## src/sqe_pkg.sv

```systemverilog
// ----------------------------------------------------------------------------
// sqe_pkg
// Shared types and constants of the sorted quartile engine: sizes, payload
// structs, controller states and the command and status bundles.
// ----------------------------------------------------------------------------
package sqe_pkg;

	localparam int MAX_ITEMS    = 64;
	localparam int GRADE_BITS   = 8;
	localparam int CNT_W        = $clog2(MAX_ITEMS + 1);
	localparam int ACC_W        = GRADE_BITS + 1;

	localparam int GRADE_W      = 8;
	localparam int QUART_W      = 9;
	localparam int ITEM_COUNT_W = 7;

	typedef logic [GRADE_BITS-1:0] grade_t;
	typedef logic [CNT_W-1:0]      cnt_t;
	typedef logic [ACC_W-1:0]      acc_t;

	typedef struct packed {
		logic [GRADE_W-1:0] grade;
		logic               last;
	} in_item_t;

	typedef struct packed {
		logic [QUART_W-1:0]      lower_quartile_x2;
		logic [QUART_W-1:0]      median_x2;
		logic [QUART_W-1:0]      upper_quartile_x2;
		logic [ITEM_COUNT_W-1:0] item_count;
		logic                    status;
	} out_item_t;

	typedef enum logic [3:0] {
		ST_COLLECT = 4'b0001,
		ST_SETUP   = 4'b0010,
		ST_DRAIN   = 4'b0100,
		ST_DONE    = 4'b1000
	} state_t;

	typedef struct packed {
		logic accept;
		logic setup;
		logic drain;
		logic load_out;
	} cmd_t;

	typedef struct packed {
		logic drain_end;
	} stat_t;

endpackage

```

## src/sorted_quartile_engine_top.sv

```systemverilog
// ----------------------------------------------------------------------------
// sorted_quartile_engine_top
// Collects grades into a sorted set and reports Q1, median and Q3, doubled.
// ----------------------------------------------------------------------------
// Input channel: in_valid/in_ready carry one grade per request, with a last
// flag that closes the set. Grades are taken at one per cycle while the
// engine collects; each is inserted in sorted order in the same cycle.
// Grades beyond MAX_ITEMS are dropped and flagged in the result status.
// Output channel: out_valid/out_ready carry one result per set.
// After the request with last is taken, the engine passes through a setup
// state, then drains the sorted chain through its head cell, one kept grade
// at a time, and then, once the output register is free, loads the result.
// During this work in_ready is low; how long a set of grades sent back to
// back occupies the engine is set by the single-cell drain of the chain.
// Each dropped grade is still taken while the engine collects.
// The result sits in an output register: the next set is collected while it
// waits, and only the completion of that next set stalls until the receiver
// takes the pending result.
// Reset (arst_n low) empties the set, clears the overflow flag and drops any
// pending result.
// ----------------------------------------------------------------------------
module sorted_quartile_engine_top
	import sqe_pkg::*;
(
	input  logic      clk,
	input  logic      arst_n,
	input  logic      in_valid,
	output logic      in_ready,
	input  in_item_t  in_item,
	output logic      out_valid,
	input  logic      out_ready,
	output out_item_t out_item
);

	cmd_t  cmd;
	stat_t stat;

	sqe_ctrl u_ctrl (
		.clk       (clk),
		.arst_n    (arst_n),
		.in_valid  (in_valid),
		.in_last   (in_item.last),
		.in_ready  (in_ready),
		.out_valid (out_valid),
		.out_ready (out_ready),
		.stat      (stat),
		.cmd       (cmd)
	);

	sqe_dp u_dp (
		.clk      (clk),
		.arst_n   (arst_n),
		.cmd      (cmd),
		.in_item  (in_item),
		.stat     (stat),
		.out_item (out_item)
	);

endmodule

```

## src/sqe_ctrl.sv

```systemverilog
// ----------------------------------------------------------------------------
// sqe_ctrl
// Controller of the sorted quartile engine: sequences collection, index
// setup, the drain of the sorted chain and the output register handshake.
// ----------------------------------------------------------------------------
module sqe_ctrl
	import sqe_pkg::*;
(
	input  logic  clk,
	input  logic  arst_n,
	input  logic  in_valid,
	input  logic  in_last,
	output logic  in_ready,
	output logic  out_valid,
	input  logic  out_ready,
	input  stat_t stat,
	output cmd_t  cmd
);

	state_t state_q;
	state_t state_d;
	logic   out_valid_q;
	logic   out_free;

	assign in_ready  = (state_q == ST_COLLECT);
	assign out_valid = out_valid_q;
	assign out_free  = !out_valid_q || out_ready;

	always_comb begin
		cmd          = '0;
		state_d      = state_q;
		cmd.accept   = in_valid && (state_q == ST_COLLECT);
		case (state_q)
			ST_COLLECT: begin
				if (in_valid && in_last) begin
					state_d = ST_SETUP;
				end
			end
			ST_SETUP: begin
				cmd.setup = 1'b1;
				state_d   = ST_DRAIN;
			end
			ST_DRAIN: begin
				cmd.drain = 1'b1;
				if (stat.drain_end) begin
					state_d = ST_DONE;
				end
			end
			ST_DONE: begin
				if (out_free) begin
					cmd.load_out = 1'b1;
					state_d      = ST_COLLECT;
				end
			end
			default: begin
				state_d = ST_COLLECT;
			end
		endcase
	end

	always_ff @(posedge clk or negedge arst_n) begin
		if (!arst_n) begin
			state_q     <= ST_COLLECT;
			out_valid_q <= 1'b0;
		end else begin
			state_q <= state_d;
			if (cmd.load_out) begin
				out_valid_q <= 1'b1;
			end else if (out_ready) begin
				out_valid_q <= 1'b0;
			end
		end
	end

endmodule

```

## src/sqe_dp.sv

```systemverilog
// ----------------------------------------------------------------------------
// sqe_dp
// Datapath of the sorted quartile engine: an insertion chain of compare
// cells, the fill count, the quartile index logic, three accumulators fed
// from the head of the chain while it drains, and the result register.
// ----------------------------------------------------------------------------
module sqe_dp
	import sqe_pkg::*;
(
	input  logic      clk,
	input  logic      arst_n,
	input  cmd_t      cmd,
	input  in_item_t  in_item,
	output stat_t     stat,
	output out_item_t out_item
);

	grade_t    cell_q [MAX_ITEMS];
	logic      gt     [MAX_ITEMS];
	cnt_t      count_q;
	logic      ovf_q;
	grade_t    g;
	logic      full;

	cnt_t      k_q;
	cnt_t      a1_q, b1_q, a2_q, b2_q, a3_q, b3_q;
	acc_t      q1_q, q2_q, q3_q;
	out_item_t out_q;

	cnt_t      half, h2, lo3, a1, b1, a2, b2, a3, b3;
	acc_t      head;

	assign g    = in_item.grade[GRADE_BITS-1:0];
	assign full = (count_q == cnt_t'(MAX_ITEMS));
	assign head = {1'b0, cell_q[0]};

	// A cell at or above the fill count behaves as holding a larger grade, so
	// a new grade that is not below any kept one lands right at the count.
	for (genvar i = 0; i < MAX_ITEMS; i++) begin : g_cell
		assign gt[i] = (cnt_t'(i) >= count_q) || (cell_q[i] > g);

		always_ff @(posedge clk) begin
			if (cmd.accept && !full && gt[i]) begin
				if (i == 0) begin
					cell_q[i] <= g;
				end else begin
					cell_q[i] <= gt[(i > 0) ? i - 1 : 0] ? cell_q[(i > 0) ? i - 1 : 0] : g;
				end
			end else if (cmd.drain && (i < MAX_ITEMS - 1)) begin
				cell_q[i] <= cell_q[(i < MAX_ITEMS - 1) ? i + 1 : i];
			end
		end
	end

	// Positions of the grades that make up each median. For an odd span both
	// positions are the middle one, which doubles it.
	always_comb begin
		half = count_q >> 1;
		h2   = half >> 1;
		lo3  = count_q - half;
		b2   = half;
		a2   = count_q[0] ? half : half - cnt_t'(1);
		if (half == '0) begin
			a1 = a2;
			b1 = b2;
			a3 = a2;
			b3 = b2;
		end else begin
			b1 = h2;
			a1 = half[0] ? h2 : h2 - cnt_t'(1);
			b3 = lo3 + h2;
			a3 = half[0] ? b3 : b3 - cnt_t'(1);
		end
	end

	assign stat.drain_end = (k_q == count_q - cnt_t'(1));

	always_ff @(posedge clk or negedge arst_n) begin
		if (!arst_n) begin
			count_q <= '0;
			ovf_q   <= 1'b0;
			k_q     <= '0;
		end else begin
			if (cmd.accept) begin
				if (full) begin
					ovf_q <= 1'b1;
				end else begin
					count_q <= count_q + cnt_t'(1);
				end
			end
			if (cmd.setup) begin
				k_q <= '0;
			end else if (cmd.drain) begin
				k_q <= k_q + cnt_t'(1);
			end
			if (cmd.load_out) begin
				count_q <= '0;
				ovf_q   <= 1'b0;
			end
		end
	end

	always_ff @(posedge clk) begin
		if (cmd.setup) begin
			a1_q <= a1;
			b1_q <= b1;
			a2_q <= a2;
			b2_q <= b2;
			a3_q <= a3;
			b3_q <= b3;
			q1_q <= '0;
			q2_q <= '0;
			q3_q <= '0;
		end else if (cmd.drain) begin
			q1_q <= q1_q + ((k_q == a1_q) ? head : '0) + ((k_q == b1_q) ? head : '0);
			q2_q <= q2_q + ((k_q == a2_q) ? head : '0) + ((k_q == b2_q) ? head : '0);
			q3_q <= q3_q + ((k_q == a3_q) ? head : '0) + ((k_q == b3_q) ? head : '0);
		end
		if (cmd.load_out) begin
			out_q.lower_quartile_x2 <= QUART_W'(q1_q);
			out_q.median_x2         <= QUART_W'(q2_q);
			out_q.upper_quartile_x2 <= QUART_W'(q3_q);
			out_q.item_count        <= ITEM_COUNT_W'(count_q);
			out_q.status            <= ovf_q;
		end
	end

	assign out_item = out_q;

endmodule

```

## config.mk

```make
export PLATFORM = sky130hd
export DESIGN_NAME = sorted_quartile_engine_top
export DESIGN_NICKNAME = d
export VERILOG_FILES = /design/src/sqe_pkg.sv /design/src/sorted_quartile_engine_top.sv /design/src/sqe_ctrl.sv /design/src/sqe_dp.sv
export SDC_FILE = /design/constraint.sdc
export NUM_CORES = 2
export LEC_CHECK = 0
export ABC_AREA = 1
export BUFFER_PORTS_ARGS = -buffer_cell sky130_fd_sc_hd__buf_2
export CORE_MARGIN = 2
export CORE_UTILIZATION = 55
export CTS_BUF_LIST = sky130_fd_sc_hd__clkbuf_8
export DETAILED_ROUTE_END_ITERATION = 10
export GPL_TIMING_DRIVEN = 0
export PLACE_DENSITY_LB_ADDON = 0.12
export SLEW_MARGIN = 20
export SYNTH_ARGS = -nofsm -noshare
export SYNTH_HDL_FRONTEND = slang
export SYNTH_SLANG_ARGS = --single-unit
```

## constraint.sdc

```tcl
create_clock -name clk -period 3.7 [get_ports clk]
set_input_delay 1.11 -clock clk [delete_from_list [all_inputs] [get_ports clk]]
set_output_delay 1.11 -clock clk [all_outputs]
set_load 0.1 [all_outputs]
```

* Yosys cells after proc, flatten, opt, wreduce, memory -nomap -nowiden *
Memories as Yosys holds them, arrays and structs flattened.
Cells that the tools add are included.

storage, ports and cells
  register bits after elaboration = 123
  bits in writable memories = 512
  word-level logic and storage cells = 797
  memories = 1

cells by class
  $add $sub $neg = 14
  $lt $le $gt $ge = 128
  equal/unequal tests = 16
  muxes and demuxes = 412
  bitwise logic cells = 63
  reduce and logical (&&, ||, !) cells = 142

memory list
  name         words  width  read ports  clocked after memory_dff  write ports  line          source
  u_dp.cell_q  64     8      64          0                         64           sqe_dp.sv:18  grade_t cell_q [MAX_ITEMS];

operators by type and width
  operator                                            count
  two-way mux 8 bit                                   132
  greater-than comparator 8 bit                       64
  two-way mux 1 bit                                   264
  >= comparator 6 x 7 -> 1 bit, first input constant  32
  >= comparator 5 x 7 -> 1 bit, first input constant  16
  two-way mux 7 bit                                   10
  logical AND 1 bit                                   67
  logical OR 1 bit                                    65
  OR 1 bit                                            63
  >= comparator 4 x 7 -> 1 bit, first input constant  8
  adder 9 bit                                         6
  == test 7 bit                                       6
  >= comparator 3 x 7 -> 1 bit, first input constant  4
  one-hot mux 4 bit (4 select lines)                  1
  adder 7 x 1 -> 7 bit, second input constant         2
  >= comparator 1 x 7 -> 1 bit, first input constant  2
  >= comparator 2 x 7 -> 1 bit, first input constant  2
  subtractor 7 x 1 -> 7 bit, second input constant    2
  two-way mux 4 bit                                   3
  nonzero test 2 bit                                  4
  adder 7 x 5 -> 7 bit                                1
  == test 7 x 6 -> 1 bit                              1
  == test 7 bit, second input constant                1
  zero test 7 bit                                     1
  other kinds (14)                                    18

* Logic depth before layout (Yosys ltp) *
  depth after elaboration = 7
  gate-level depth with buffers = 19
  gate-level depth less buffers = 18

* Cells and area by module *
From an unflattened synthesis, not the netlist that was laid out.

second synthesis, totals
  cell total of the unflattened synthesis = 6887
  area total of the unflattened synthesis = 52172.5 sq um

by module, submodules not included
  module    instances  cells an instance  area an instance (sq um)  sequential area each (sq um)
  sqe_dp    1          6846               51851.0                   18542.8
  sqe_ctrl  1          41                 321.6                     126.4

* Least setup slack after synthesis *
Ideal clock, no wire load.

  path type = input to register
  from = input port in_item[2] (netlist bit)
  to = memory u_dp.cell_q[1][240] (netlist bit), enable pin
  arrival time = 4518 ps
  slack = -1120 ps
  cell stages on the path = 11
  buffers on the path = 1
  cells stage by stage = inv_2 -> clkbuf_1 -> ha_1 -> a21oi_1 -> o21ai_0 -> nand2_1 -> nand3_1 -> o21ai_1 -> nand2_2 -> nand2_1 -> nand2_1

RTL lines
  what         line                              source
  from (decl)  sorted_quartile_engine_top.sv:29  input in_item_t in_item,
  to (decl)    sqe_dp.sv:18

==> summary.txt <==
Place
  • Routability cong.: 0.985
  • Post-Place Cells: 7805
  • Port-buffer cells: 49
  • Half-perimeter wire length after placement: 119 mm
  • Placed Area: 0.0522 mm^2
  • Setup slack after placement: -806 ps

STA
  • Max-slew violation count: 0
  • Transition time of the tightest slew-check pin: 1220 ps
  • Final Hold Vio Count: 0
  • Fmax: 271 MHz
  • Final min period: 3690 ps
  • Setup repair after global routing missed its margin: no
  • Post-route worst hold slack: 265 ps
  • Total negative slack: 0 ps
  • Remaining max-slew budget at the tightest pin: 0.189
  • Final WS setup: 14.6 ps
  • Final clock period utilization by the worst path: 0.996
  • # setup viols final: 0
  • Worst-case clock skew: 32.0 ps

Setup path
  • Critical Setup Path Class: reg -> reg
  • Reg2Reg Depth: 12
  • Startpoint kind of the worst setup timing path: flip-flop
  • Largest fanout of any net on the critical path: 10
  • Worst path required time: 4150 ps
  • Endpoint class of the critical path: flip-flop
  • CP arrival: 4130 ps

Run
  • Max-cap check violation count: 0

Global routing
  • Overflow left after global routing: 0
  • Largest net degree at the start of global routing: 74
  • Global-route usage over all layers: 0.352
  • Vias in the first global route: 43.6k
  • Antenna violations before repair: 3
  • Global-route wire length before repair: 254 mm

Layout
  • Post-layout utilization of the core: 0.604
  • Number of standard cells in the final layout excluding fillers: 8035
  • Fillers: 8354
  • Most frequent standard cell in the layout excluding fill and tap cells: sky130_fd_sc_hd__nand2_1
  • Highest-count cells in the layout ignoring fill and taps: 2498 x sky130_fd_sc_hd__nand2_1, 978 x sky130_fd_sc_hd__nand3_1, 761 x sky130_fd_sc_hd__inv_1, 587 x sky130_fd_sc_hd__edfxtp_1, 567 x sky130_fd_sc_hd__ha_1
  • Area of all placed cells without fillers: 0.0545 mm^2
  • Share of post-route cells with drive strength above 1: 0.0735
  • Layout-stage area growth over the synthesis result: 8.68%
  • Number of nets in the layout: 7374

Die
  • Floorplan core area: 0.0903 mm^2
  • IO Count: 50
  • Initial standard-cell utilization of the core: 0.556
  • Die height: 306 um
  • Die W: 306 um
  • Std cell rows: 110
  • Die Area: 0.0937 mm^2

Logic synthesis
  • Syn avg cell area: 7.64 um^2
  • Cell type with the largest total area after synthesis: sky130_fd_sc_hd__edfxtp_1
  • Async SR Flop Fraction: 0.0315
  • Dominant cells by area after synthesis: sky130_fd_sc_hd__edfxtp_1 35%, sky130_fd_sc_hd__nand2_1 19%, sky130_fd_sc_hd__ha_1 14%
  • Post-synth EDFFs: 587
  • Number of distinct library cells after synthesis: 56
  • Fraction of synthesized cell area taken by the top area cell type: 0.351
  • Most used DFF post-synth: sky130_fd_sc_hd__edfxtp_1
  • Number of synthesized register bits: 634
  • Mapped cell area: 0.0502 mm^2
  • Synth Warn #: 0
  • Sequential fraction of the synthesis area: 0.372
  • Post-synthesis cell count: 6573
  • Post-synthesis net count: 7188

Pwr
  • Ratio of total power to cell area: 838 mW/mm^2
  • Static Leakage: 27.4 nW
  • Sum of internal, switching and leakage power: 45.7 mW
  • Worst ir drop on vdd: 0.408 mV

Clock tree
  • Clock latency on the worst-skew pair: 800 ps
  • TritonCTS Sinks: 634
  • TritonCTS clock tree: built
  • Root buffer selected by CTS: sky130_fd_sc_hd__clkbuf_8
  • Number of CTS-inserted buffers: 117
  • Post-CTS Hold Buffers: 0
  • Clock slew at the register clock pins of the worst setup and hold paths: 70 ps
  • Buffer levels on the longest clock path: 3
  • H-tree Lvls: 3

Routing
  • WL/cell: 20.9 um
  • DRC violation count after routing: 0
  • Drt pass-1 iters: 7
  • DRT Wirelength: 168 mm
  • Antenna Violating Nets Remaining: 0
  • Number of vias in the routed layout: 47.0k
  • Number of DRC markers in iteration 0: 5559
  • Drt via density: 5.85

Min path
  • Worst Hold Class: in -> async

Outcome
  • Run status: complete, no violations
## area by class of cell
type	instances	area (um^2)	area share
Multi-Input combinational cell	4968	27700	0.509
Sequential cell	634	18700	0.342
Inverter	764	2900	0.0532
Clock buffer	124	1710	0.0313
Tap cell	1176	1470	0.0270
Buffer	206	1040	0.0191
Timing Repair Buffer	68	544	0.00998
Clock inverter	90	442	0.00810
Antenna cell	5	12.5	0.000229
## cell usage after synthesis (34+ instances only)
| master | count |
|---|---|
| sky130_fd_sc_hd__nand2_1 | 2510 |
| sky130_fd_sc_hd__nand3_1 | 978 |
| sky130_fd_sc_hd__inv_1 | 733 |
| sky130_fd_sc_hd__edfxtp_1 | 587 |
| sky130_fd_sc_hd__ha_1 | 569 |
| sky130_fd_sc_hd__a21oi_1 | 225 |
| sky130_fd_sc_hd__nor2_1 | 119 |
| sky130_fd_sc_hd__clkbuf_1 | 114 |
| sky130_fd_sc_hd__o21ai_0 | 85 |
| sky130_fd_sc_hd__nand4_1 | 77 |
| sky130_fd_sc_hd__o21a_1 | 62 |
| sky130_fd_sc_hd__buf_2 | 60 |
| sky130_fd_sc_hd__o21bai_1 | 59 |
| sky130_fd_sc_hd__nand2_2 | 49 |
| sky130_fd_sc_hd__xor2_1 | 44 |
| sky130_fd_sc_hd__a21oi_2 | 34 |
## worst max-delay path, cell delays in order, from the launching register on
cell and delay, ps:
sky130_fd_sc_hd__dfrtp_2 580, sky130_fd_sc_hd__clkbuf_4 340, sky130_fd_sc_hd__clkinvlp_4 230, sky130_fd_sc_hd__ha_2 300, sky130_fd_sc_hd__nand2_1 160, sky130_fd_sc_hd__inv_1 90, sky130_fd_sc_hd__nand3_1 110, sky130_fd_sc_hd__nand2_1 340
sky130_fd_sc_hd__inv_1 180, sky130_fd_sc_hd__buf_4 320, sky130_fd_sc_hd__buf_4 270, sky130_fd_sc_hd__nand2_1 70, sky130_fd_sc_hd__nand2_1 320
## routing by layer
metal / wire (um) / part of all wire / GRT usage / up-vias
li1: - / - / - / 22200
met1: 69900 / 0.42 / 0.489 / 21900
met2: 72800 / 0.43 / 0.538 / 2412
met3: 17400 / 0.10 / 0.0590 / 452
met4: 7900 / 0.047 / 0.162 / 0
met5: 0 / 0 / 0 / -
## kinds of logic after synthesis
kind of cell,count (synthesis),share of synthesized area
XOR/XNOR,56,0.00977
AND/OR/NAND/NOR,3788,0.318
buffers and inverters,971,0.0762
flip-flops,634,0.372
AO/OA/AOI/OAI,521,0.0685
multiplexers,1,0.000224
adder cells (fa/ha/maj),602,0.155
## registers in the layout, summed over array words and instances, names as in the netlist
| name | flops |
|---|---|
| u_dp.b2_q | 6 |
| u_dp.out_item | 35 |
| u_dp.b3_q | 7 |
| u_dp.q1_q | 9 |
| u_dp.a1_q | 7 |
| u_dp.q3_q | 9 |
| u_dp.k_q | 7 |
| u_dp.cell_q | 512 |
| u_ctrl.state_q | 4 |
| u_dp.count_q | 7 |
| u_dp.q2_q | 9 |
| u_dp.a3_q | 7 |
| u_ctrl.out_valid | 1 |
| u_dp.ovf_q | 1 |
| u_dp.b1_q | 6 |
| u_dp.a2_q | 7 |
## final timing paths
path	start	end	slack [ps]
min reg2reg	u_dp.q1_q[6]	u_dp.out_item[32]	430
max	u_dp.count_q[3]	u_dp.cell_q[0][79]	10
min	arst_n	u_dp.count_q[5]	260
min in group clk	u_dp.q1_q[6]	u_dp.out_item[32]	430
max reg2reg	u_dp.count_q[3]	u_dp.cell_q[0][79]	10
max in group asynchronous	arst_n	u_dp.count_q[4]	3050
## power breakdown
group / switching (mW) / leakage (nW) / internal [mW] / total [mW]
logic: 16.8 / 20.3 / 7.57 / 24.4
registers: 2.26 / 5.84 / 12.5 / 14.8
clock network: 3.35 / 1.24 / 3.23 / 6.57
## timing repair
item,4_1_cts,5_1_grt
setup buffers,3,8
endpoints found under the setup margin,621,472
gates resized for setup,12,31
pin swaps,0,3
cloned,0,1
No activity file was read; power rests on OpenSTA's default activity.
